## config.mk

```make
export PLATFORM = sky130hd
export DESIGN_NAME = intel_hex_record_encoder_flat
export DESIGN_NICKNAME = d
export VERILOG_FILES = /design/src/hdl/ihex_pkg.sv /design/src/hdl/ihex_if.sv /design/src/hdl/intel_hex_record_encoder.sv /design/src/flat_wrapper.sv
export SDC_FILE = /design/constraint.sdc
export NUM_CORES = 1
export LEC_CHECK = 0
export CAP_MARGIN = 20
export CORE_UTILIZATION = 45
export DETAILED_ROUTE_END_ITERATION = 10
export DONT_BUFFER_PORTS = 1
export GPL_ROUTABILITY_DRIVEN = 0
export HOLD_SLACK_MARGIN = 0.05
export SETUP_SLACK_MARGIN = 0.05
export SLEW_MARGIN = 25
export SYNTH_ARGS = -nofsm -noshare
export SYNTH_HDL_FRONTEND = slang
export SYNTH_SLANG_ARGS = --single-unit
```

## constraint.sdc

```tcl
create_clock -name clk -period 4.97 [get_ports clk]
set_input_delay 0.994 -clock clk [delete_from_list [all_inputs] [get_ports clk]]
set_output_delay 0.994 -clock clk [all_outputs]
set_load 0.01 [all_outputs]
```

## src/hdl/ihex_pkg.sv

```systemverilog
// Shared types, codes and helpers for the Intel HEX record encoder.
`timescale 1ns / 1ps
package ihex_pkg;

  typedef enum logic [1:0] {
    ST_IDLE,
    ST_DATA,
    ST_XFER,
    ST_EOF
  } ihex_state_t;

  typedef enum logic [1:0] {
    CFG_BASE_ADDRESS     = 2'd0,
    CFG_TRANSFER_ADDRESS = 2'd1,
    CFG_TRANSFER_ENABLE  = 2'd2
  } ihex_cfg_index_t;

  localparam logic       MODE_DATA    = 1'b0;
  localparam logic       MODE_END     = 1'b1;
  localparam logic [7:0] REC_TYPE_DATA = 8'h00;
  localparam logic [7:0] REC_TYPE_EOF  = 8'h01;
  localparam logic [7:0] REC_TYPE_XFER = 8'h03;
  localparam logic [6:0] CHAR_COLON    = 7'h3A;
  localparam logic [6:0] CHAR_NEWLINE  = 7'h0A;

  // Upper-case hex digit for one nibble.
  function automatic logic [6:0] hex_char(input logic [3:0] nib);
    logic [6:0] c;
    if (nib < 4'd10) begin
      c = 7'h30 + {3'b000, nib};
    end else begin
      c = 7'h37 + {3'b000, nib};
    end
    return c;
  endfunction

endpackage

```

## src/hdl/ihex_if.sv

```systemverilog
// Valid/ready channel interfaces for input items and output character pairs.
`timescale 1ns / 1ps
interface ihex_in_if;
  logic       valid;
  logic       ready;
  logic       mode;
  logic [7:0] data_byte;

  modport source (output valid, output mode, output data_byte, input ready);
  modport sink   (input valid, input mode, input data_byte, output ready);
endinterface

interface ihex_out_if;
  logic       valid;
  logic       ready;
  logic [6:0] first_char;
  logic [6:0] second_char;
  logic       last_of_run;

  modport source (output valid, output first_char, output second_char,
                  output last_of_run, input ready);
  modport sink   (input valid, input first_char, input second_char,
                  input last_of_run, output ready);
endinterface

```

## src/hdl/intel_hex_record_encoder.sv

```systemverilog
// Intel HEX record encoder: gathers bytes into records and emits ASCII pairs.
// A data byte that does not complete a record is stored and leaves the input
// ready. The byte that completes a record starts a sequencer that walks the
// record one byte per cycle, unless the output is stalled, through a shared
// checksum adder and hex formatter, giving one character pair per cycle into
// the output register: RECORD_BYTES+6 pairs. An end item flushes any partial
// record (zero-padded, count field still RECORD_BYTES), then the optional
// type-03 record (6 pairs) and the end-of-file record (6 pairs). The input is
// not ready while a record is being emitted. A write to base_address also
// reloads the running address.
`timescale 1ns / 1ps
module intel_hex_record_encoder #(
  parameter int RECORD_BYTES = 16
) (
  input  logic        clk,
  input  logic        rst,
  input  logic        cfg_we,
  input  logic [1:0]  cfg_index,
  input  logic [15:0] cfg_data,
  ihex_in_if.sink     items,
  ihex_out_if.source  pairs
);
  import ihex_pkg::*;

  localparam int CNT_W = $clog2(RECORD_BYTES + 1);
  localparam int IDX_W = (RECORD_BYTES > 1) ? $clog2(RECORD_BYTES) : 1;
  localparam int POS_W = $clog2(RECORD_BYTES + 6);
  localparam logic [POS_W-1:0] DATA_CKS  = POS_W'(RECORD_BYTES + 4);
  localparam logic [POS_W-1:0] DATA_LAST = POS_W'(RECORD_BYTES + 5);
  localparam logic [POS_W-1:0] SHORT_CKS  = POS_W'(4);
  localparam logic [POS_W-1:0] SHORT_LAST = POS_W'(5);
  localparam logic [CNT_W-1:0] FULL_CNT  = CNT_W'(RECORD_BYTES);
  localparam logic [7:0]       COUNT_FIELD = 8'(RECORD_BYTES);

  logic [7:0]       record_buffer [RECORD_BYTES];
  logic [CNT_W-1:0] byte_count;
  logic [15:0]      current_address;
  logic [15:0]      transfer_address;
  logic             transfer_enable;

  ihex_state_t      state, state_next;
  logic [POS_W-1:0] pos;
  logic [7:0]       sum;
  logic [3:0]       lo_prev;
  logic             end_run;

  logic             out_valid;
  logic [6:0]       first_char, second_char;
  logic             last_of_run;

  logic             in_fire;
  logic             emit;
  logic [POS_W-1:0] cks_pos, last_pos;
  logic             at_last;
  logic [POS_W-1:0] data_pos;
  logic [7:0]       data_val;
  logic [7:0]       fld;
  logic [6:0]       pair_first, pair_second;
  logic             pair_last;

  assign items.ready        = (state == ST_IDLE);
  assign in_fire            = items.valid && items.ready;
  assign emit               = (state != ST_IDLE) && (!out_valid || pairs.ready);
  assign pairs.valid        = out_valid;
  assign pairs.first_char   = first_char;
  assign pairs.second_char  = second_char;
  assign pairs.last_of_run  = last_of_run;

  // Field byte at the current position of the record being emitted.
  always_comb begin
    cks_pos  = (state == ST_DATA) ? DATA_CKS : SHORT_CKS;
    last_pos = (state == ST_DATA) ? DATA_LAST : SHORT_LAST;
    at_last  = (pos == last_pos);
    data_pos = pos - POS_W'(4);
    // Bytes beyond the held count read as zero padding.
    if ((CNT_W + POS_W)'(data_pos) < (CNT_W + POS_W)'(byte_count)) begin
      data_val = record_buffer[data_pos[IDX_W-1:0]];
    end else begin
      data_val = 8'h00;
    end
    fld = 8'h00;
    case (state)
      ST_DATA: begin
        if (pos == POS_W'(0)) fld = COUNT_FIELD;
        else if (pos == POS_W'(1)) fld = current_address[15:8];
        else if (pos == POS_W'(2)) fld = current_address[7:0];
        else if (pos == POS_W'(3)) fld = REC_TYPE_DATA;
        else if (pos < cks_pos) fld = data_val;
        else fld = 8'h00 - sum;
      end
      ST_XFER: begin
        if (pos == POS_W'(0)) fld = 8'h00;
        else if (pos == POS_W'(1)) fld = transfer_address[15:8];
        else if (pos == POS_W'(2)) fld = transfer_address[7:0];
        else if (pos == POS_W'(3)) fld = REC_TYPE_XFER;
        else fld = 8'h00 - sum;
      end
      ST_EOF: begin
        if (pos == POS_W'(3)) fld = REC_TYPE_EOF;
        else if (pos < cks_pos) fld = 8'h00;
        else fld = 8'h00 - sum;
      end
      default: fld = 8'h00;
    endcase
    // A pair straddles bytes: low nibble of the previous byte, high of this.
    pair_first  = (pos == POS_W'(0)) ? CHAR_COLON : hex_char(lo_prev);
    pair_second = at_last ? CHAR_NEWLINE : hex_char(fld[7:4]);
    pair_last   = at_last && ((state == ST_EOF) || ((state == ST_DATA) && !end_run));
  end

  // Next state of the sequencer.
  always_comb begin
    state_next = state;
    case (state)
      ST_IDLE: begin
        if (in_fire) begin
          if (items.mode == MODE_DATA) begin
            if (byte_count + CNT_W'(1) >= FULL_CNT) state_next = ST_DATA;
          end else if (byte_count != '0) begin
            state_next = ST_DATA;
          end else begin
            state_next = transfer_enable ? ST_XFER : ST_EOF;
          end
        end
      end
      ST_DATA: begin
        if (emit && at_last) begin
          if (!end_run) state_next = ST_IDLE;
          else state_next = transfer_enable ? ST_XFER : ST_EOF;
        end
      end
      ST_XFER: if (emit && at_last) state_next = ST_EOF;
      ST_EOF:  if (emit && at_last) state_next = ST_IDLE;
      default: state_next = ST_IDLE;
    endcase
  end

  always_ff @(posedge clk) begin
    if (rst) begin
      state            <= ST_IDLE;
      pos              <= '0;
      sum              <= 8'h00;
      lo_prev          <= 4'h0;
      end_run          <= 1'b0;
      byte_count       <= '0;
      current_address  <= 16'h0000;
      transfer_address <= 16'h0000;
      transfer_enable  <= 1'b0;
      out_valid        <= 1'b0;
    end else begin
      state <= state_next;
      if (cfg_we) begin
        case (cfg_index)
          CFG_BASE_ADDRESS:     current_address  <= cfg_data;
          CFG_TRANSFER_ADDRESS: transfer_address <= cfg_data;
          CFG_TRANSFER_ENABLE:  transfer_enable  <= cfg_data[0];
          default: ;
        endcase
      end
      if (in_fire) begin
        end_run <= (items.mode == MODE_END);
        if (items.mode == MODE_DATA) byte_count <= byte_count + CNT_W'(1);
      end
      if (emit) begin
        out_valid <= 1'b1;
        lo_prev   <= fld[3:0];
        if (at_last) begin
          pos <= '0;
          sum <= 8'h00;
          if (state == ST_DATA) begin
            current_address <= current_address + 16'(byte_count);
            byte_count      <= '0;
          end
        end else begin
          pos <= pos + POS_W'(1);
          sum <= sum + fld;
        end
      end else if (pairs.ready) begin
        out_valid <= 1'b0;
      end
    end
  end

  always_ff @(posedge clk) begin
    if (in_fire && (items.mode == MODE_DATA)) begin
      record_buffer[byte_count[IDX_W-1:0]] <= items.data_byte;
    end
    if (emit) begin
      first_char  <= pair_first;
      second_char <= pair_second;
      last_of_run <= pair_last;
    end
  end

endmodule

```

## src/flat_wrapper.sv

```systemverilog
// flat-port wrapper written by rule: the top's interface ports become plain ports
module intel_hex_record_encoder_flat import ihex_pkg::*;
#(
  parameter int RECORD_BYTES = 16
)
  (clk, rst, cfg_we, cfg_index, cfg_data, items_valid, items_mode, items_data_byte, items_ready, pairs_valid, pairs_first_char, pairs_second_char, pairs_last_of_run, pairs_ready);
  ihex_in_if items_i ();
  ihex_out_if pairs_i ();
  input  logic clk;
  input  logic rst;
  input  logic cfg_we;
  input  logic [1:0] cfg_index;
  input  logic [15:0] cfg_data;
  input wire logic [$bits(items_i.valid)-1:0] items_valid;
  input wire logic [$bits(items_i.mode)-1:0] items_mode;
  input wire logic [$bits(items_i.data_byte)-1:0] items_data_byte;
  output wire logic [$bits(items_i.ready)-1:0] items_ready;
  output wire logic [$bits(pairs_i.valid)-1:0] pairs_valid;
  output wire logic [$bits(pairs_i.first_char)-1:0] pairs_first_char;
  output wire logic [$bits(pairs_i.second_char)-1:0] pairs_second_char;
  output wire logic [$bits(pairs_i.last_of_run)-1:0] pairs_last_of_run;
  input wire logic [$bits(pairs_i.ready)-1:0] pairs_ready;
  assign items_i.valid = items_valid;
  assign items_i.mode = items_mode;
  assign items_i.data_byte = items_data_byte;
  assign items_ready = items_i.ready;
  assign pairs_valid = pairs_i.valid;
  assign pairs_first_char = pairs_i.first_char;
  assign pairs_second_char = pairs_i.second_char;
  assign pairs_last_of_run = pairs_i.last_of_run;
  assign pairs_i.ready = pairs_ready;
  intel_hex_record_encoder #(.RECORD_BYTES(RECORD_BYTES)) u_core (.clk(clk), .rst(rst), .cfg_we(cfg_we), .cfg_index(cfg_index), .cfg_data(cfg_data), .items(items_i), .pairs(pairs_i));
endmodule
```

==> impl_metrics.ini, run 1 <==
[synthesis]
avgSynthCellArea_um2 = 12.1
synth_ff_type = edfxtp_1
synth-edff-count = 143
netlist_instances = 789
ys_warn_count = 0
yosys-top-cells-area = edfxtp_1, dfxtp_1, mux4_2
ys_seq_area_share_pct = 57.3
synth_cell_types = 62
yosysTopAreaCellShare_pct = 44.9
netlist_area_um2 = 9560
synth_seq_cells = 202
synth_nets = 855
yosys.area.top_type = edfxtp_1
async_reset_ff_share_pct = 0

[global_routing]
grt_first_pass_wirelength_um = 36800
grt_overflow = 0
track_usage_pct = 22.1
grt_pass1_vias = 6583
antenna_found_initial = 0
grt_start_max_net_pins = 60

[worst_setup_path]
reg2reg_from = u_core.state[0]
reg2reg_depth = 18
crit_family = compound AO/OA/AOI/OAI gates
endpoint = u_core.sum[7]
cp-end-kind = flop
ff2ff_setup_slack_ps = 530
cp_slowest_stage_delay_ps = 530
path_cells = nor2b_1 > inv_1 > ha_1 > o21a_1 > or2_4 > a2111o_1 > nor2b_1 > nor2_1 > o31ai_2 > ha_1 > a21o_1 > a21oi_1 > nor2b_1 > o21a_1 > o41ai_1 > xnor2_1 > mux2i_1 > a21oi_1
worstSetupStartpointType = flop
crit_slowest_cell = dfxtp_1
worst-path-max-fanout = 12
regToRegEndpoint = u_core.sum[7]
crit_top_cell = nor2b_1
path_buf_inv = 1
critPathKind = flop to flop
cp_data_required_time_ps = 5370
crit_arrival_ps = 4840
startpoint = u_core.state[0]
crit_cells = 18

[drt]
final_antenna_net_count = 0
wl_per_cell_um = 21.7
vias = 6425
avgViaCountPerCell = 5.99
wirelength_um = 23300
drc = 0
firstDrtPassIters = 5
drtIter0Drc = 436

[run]
maxCapViolCount = 0

[final_layout]
layout_commonest_cell = edfxtp_1
diodes = 0
layout_common_cells = edfxtp_1, nand2_1, nor2_1, dfxtp_1, a21oi_1
finalNetCount = 854
regArea_um2 = 5480
drive_above_1_share_pct = 12.1
area.growth.synth_to_final_pct = 11.3
multi_input_area_um2 = 3860
fill_cells = 1766

[sta]
fin_crit_sh_pct = 89.3
fin_crit_ps = 4440
slew_viol_final = 0
final-hold-violation-count = 0
max_freq_mhz = 225
setup_viol = 0
tightestPinTransition_ps = 1020
slew_headroom_pct = 31.7
timing.hold.ws_ps = 462
clock_skew_ps = 17.7
fin_setup_tns_ps = 0
rsz0062_at_grt = no

[cts]
cts_setup_buffers = 0
cts_resized = 0
cts_hold_buffers = 0
cts.clk_slew.worst_paths_ps = 60
clockBufferDepth = 3
cts-root-buf = clkbuf_16
cts_tree = built
clock_sinks = 202
h-tree-depth = 1
cts_buffers = 22
clk_latency_ps = 530

[floorplan]
dieArea_um2 = 21800
start_util_pct = 46.6
rows = 52
die_h_um = 148
coreArea_um2 = 20500
die_x_um = 148
io_pins = 49

[power_and_ir_drop]
p_leak_uw = 0.00361
p_per_area_nw_per_um2 = 358
ir_worst_vdd_v = 0.000463

[status]
outcome = finished, final reports clean

[place]
portBuffers = 0
dp_hpwl_um = 16200

[min_path]
min_path_type = flop to flop
[stage by stage]
step	area [µm²]	total power, µW	utilization, %	worst slack, ps	cells
6_report	10600	3800	51.9	530	1072
5_1_grt	10600	3930	51.9	141	1072
3_3_place_gp	9880	2180	48.2	669	1034
2_1_floorplan	9560	2120	-	167	789
3_5_place_dp	9880	2180	48.2	552	1034
4_1_cts	10600	3830	51.8	516	1072
[state kept, by name, summed over array words and instances, names as in the netlist]
| name | cells |
|---|---|
| u_core.byte_count | 5 |
| u_core.pos | 5 |
| u_core.transfer_enable | 1 |
| u_core.lo_prev | 4 |
| u_core.end_run | 1 |
| u_core.pairs.last_of_run | 1 |
| u_core.current_address | 16 |
| u_core.pairs.second_char | 7 |
| u_core.pairs.first_char | 7 |
| u_core.transfer_address | 16 |
| u_core.sum | 8 |
| u_core.state | 2 |
| u_core.pairs.valid | 1 |
| u_core.record_buffer | 128 |
[worst register-to-register path, delay by kind of cell (launching register included)]
kind / cells / cell delay (ps)
AOI/OAI and AO/OA: 8 / 1910
and+or+nand+nor: 5 / 750
adders and majority gates: 2 / 610
DFF: 1 / 530
muxes: 1 / 220
xor gates and xnor gates: 1 / 180
buffers and inverters: 1 / 100
[where the power goes]
part	total (µW)	switching, µW	internal (µW)	leakage (µW)
Clock	1650	656	999	0.000366
Combinational	270	156	113	0.00149
Sequential	1880	39.2	1840	0.00176
Total	3800	852	2950	0.00361
[how the worst min path moves through the flow]
| stage | from | end | slack (ps) | depth (start not counted) |
|---|---|---|---|---|
| after detailed placement | u_core.transfer_address[7] | u_core.transfer_address[7] | 450 | 2 |
| final | u_core.transfer_address[8] | u_core.transfer_address[8] | 460 | 2 |
| after global routing | u_core.transfer_address[8] | u_core.transfer_address[8] | 480 | 2 |
| after floorplan | u_core.transfer_enable | u_core.state[0] | 430 | 1 |
| after CTS | u_core.transfer_address[13] | u_core.transfer_address[13] | 460 | 2 |
| after global placement | u_core.transfer_address[13] | u_core.transfer_address[13] | 450 | 2 |
[synth_stat cells, drive strengths merged (6+ instances only)]
master and number:
edfxtp 143, nand2 83, nor2 68, dfxtp 59
a21oi 49, mux4 36, ha 32, clkbuf 29
o21ai 27, inv 26, and3 23, nor3 23
nand3 15, xnor2 14, a211oi 11, a22oi 10
nor2b 10, a221oi 9, buf 9, mux2i 9
nor4 7, o21a 7, a31oi 6, nand2b 6
o211ai 6, xor2 6
[kinds of logic (layout without fill, tap and decap cells)]
logic type,Yosys count,after routing,share of synthesized area [%]
XOR/XNOR,20,20,1.83
multiplexers,46,46,9.55
AO/OA/AOI/OAI,154,154,10.4
adder cells (fa/ha/maj),34,34,4.61
buffers and inverters,65,78,2.80
flip-flops,202,202,57.3
AND/OR/NAND/NOR,268,268,13.5
[final cells by class]
cell class	count	share of cell area, %
clock inverters	9	1.11
multi-input cells	522	36.3
inverters	27	0.953
clock buffers	29	5.92
well taps	270	3.18
flip-flops and latches	202	51.5
repair buffers	13	1.04
[layer usage]
layer,global-route usage (%),share of wire [%]
met3,3.92,6.4
met4,9.33,4.2
met2,37.5,48
met5,0,0
met1,27.9,41
Power figures use the tool's default switching activity.
==> run 2, diff against run 1 <==
Settings changed: CORE_UTILIZATION 45 to 58, PLACE_DENSITY from default to 0.76.
==> run 2 against run 1 <==
Global-route usage rose by 5.9 points. Sequential share of layout area rose by 0.98 points. Highest routed layer unchanged. Via count rose by 1.6%. Clock power fell by 11%. Utilization rose by 13 points. Register-to-register slack got worse by 110 ps. Clock skew fell by 2.3 ps. First-iteration DRC count rose by 44%. Routed wire length fell by 2.4%. Final area fell by 1.9%. Die area fell by 22%.
==> impl_metrics.ini, run 2 (synthesized netlist as in run 1, its figures left out) <==
[status]
outcome = finished, final reports clean

[worst_setup_path]
crit_arrival_ps = 4950
regToRegEndpoint = u_core.sum[7]
cp_data_required_time_ps = 5370
reg2reg_from = u_core.pos[0]
worst-path-max-fanout = 20
reg2reg_depth = 17
ff2ff_setup_slack_ps = 420
cp-end-kind = flop
worstSetupStartpointType = flop
path_cells = inv_1 > ha_1 > nor2_1 > nor2_1 > a2111o_1 > nor2b_1 > nor2_1 > o31ai_2 > ha_1 > a21o_1 > a21oi_1 > nor2b_1 > o21a_1 > o41ai_1 > xnor2_1 > mux2i_1 > a21oi_1
cp_slowest_stage_delay_ps = 730
critPathKind = flop to flop
crit_slowest_cell = dfxtp_2
crit_top_cell = nor2_1

[sta]
fin_crit_ps = 4550
fin_setup_tns_ps = 0
final-hold-violation-count = 0
tightestPinTransition_ps = 953
slew_viol_final = 0
fin_crit_sh_pct = 91.6
setup_viol = 0
slew_headroom_pct = 36.1
rsz0062_at_grt = no
clock_skew_ps = 15.5
max_freq_mhz = 220

[min_path]
hp-start = u_core.transfer_address[4]
min_path_type = flop to flop
min_to = u_core.transfer_address[4]
hold_depth = 2

[floorplan]
rows = 46
die_x_um = 130
dieArea_um2 = 17000
start_util_pct = 59.7
die_h_um = 130
coreArea_um2 = 16000
io_pins = 49

[run]
maxCapViolCount = 0

[final_layout]
fill_cells = 1224
finalNetCount = 853
instances_no_fill = 1018
stdcell_area_um2 = 10400
layout_commonest_cell = edfxtp_1
diodes = 0
largest_register_ffs = 128
area.growth.synth_to_final_pct = 9.21
multi_input_area_um2 = 3850
drive_above_1_share_pct = 12.1
regArea_um2 = 5480
layout_common_cells = edfxtp_1, nand2_1, nor2_1, dfxtp_1, a21oi_1

[power_and_ir_drop]
p_switching_uw = 818
p_leak_uw = 0.00356
swShare_pct = 22.6
pwr-share-clk_pct = 40.7
ir_worst_vdd_v = 0.000289
p_per_area_nw_per_um2 = 347
internal-power_uw = 2800
p_comb_share_pct = 7.2
pwr-share-seq_pct = 52.0

[drt]
drc = 0
avgViaCountPerCell = 6.41
vias = 6526
wl_per_cell_um = 22.3
firstDrtPassIters = 6
final_antenna_net_count = 0
drtIter0Drc = 628
wirelength_um = 22700

[cts]
clk_latency_ps = 500
h-tree-depth = 1
cts.clk_slew.worst_paths_ps = 60
cts_buffers = 21
cts_setup_buffers = 0
cts-root-buf = clkbuf_16
cts_resized = 0
cts_tree = built
clockBufferDepth = 3
cts_hold_buffers = 0
clock_sinks = 202

[place]
dp_hpwl_um = 15400
portBuffers = 0
dp_cells = 980
dpl-instance-area_um2 = 9800

[global_routing]
track_usage_pct = 28.0
grt_start_max_net_pins = 60
grt_first_pass_wirelength_um = 35000
grt_overflow = 0
antenna_found_initial = 0
grt_pass1_vias = 6508
-- run 2: metrics by stage --
stage | hold slack (ps) | setup slack [ps] | total power [µW] | utilization (%)
floorplan | 426 | 167 | 2120 | -
global placement | 443 | 555 | 2170 | 61.2
CTS | 455 | 472 | 3640 | 65.2
detailed placement | 440 | 513 | 2170 | 61.2
global route | 472 | 149 | 3730 | 65.2
finish | 453 | 417 | 3620 | 65.2
-- run 2: critical path: cells and delay by family, from the launching register on --
| kind | cells | cell delay, ps |
|---|---|---|
| AOI/OAI and AO/OA | 7 | 1720 |
| xor gates and xnor gates | 1 | 190 |
| adders and majority gates | 2 | 630 |
| buffers and inverters | 1 | 260 |
| DFF | 1 | 730 |
| muxes | 1 | 200 |
| and+or+nand+nor | 5 | 700 |
-- run 2: power by group through the flow --
stage	combinational (µW)	sequential, µW	clock [µW]
floorplan	223	1890	0
global placement	250	1920	0
detailed placement	257	1920	0
CTS	259	1880	1490
global route	286	1890	1560
finish	260	1880	1470
-- run 2: worst max-delay path by stage --
stage,startpoint,endpoint,slack (ps),cells past startpoint
2_1_floorplan,u_core.pos[2],u_core.sum[7],170,21
6_report,u_core.pos[0],u_core.sum[7],420,17
3_3_place_gp,u_core.pos[0],u_core.sum[7],550,15
4_1_cts,u_core.pos[0],u_core.sum[7],470,15
3_5_place_dp,u_core.pos[0],u_core.sum[7],510,15
5_1_grt,u_core.pos[0],u_core.sum[7],150,17
-- run 2: cell type report --
type | count | share of cell area, %
clock buffers | 28 | 5.38
well taps | 216 | 2.59
inverters | 27 | 0.971
repair buffers | 13 | 0.935
clock inverters | 10 | 0.743
multi-input cells | 522 | 36.9
flip-flops and latches | 202 | 52.5
-- run 2: routing by layer --
layer,track usage (%),share of wire [%]
met3,5.54,7.1
met1,33.1,38
met5,0,0
met2,48.3,49
met4,15.4,5.5
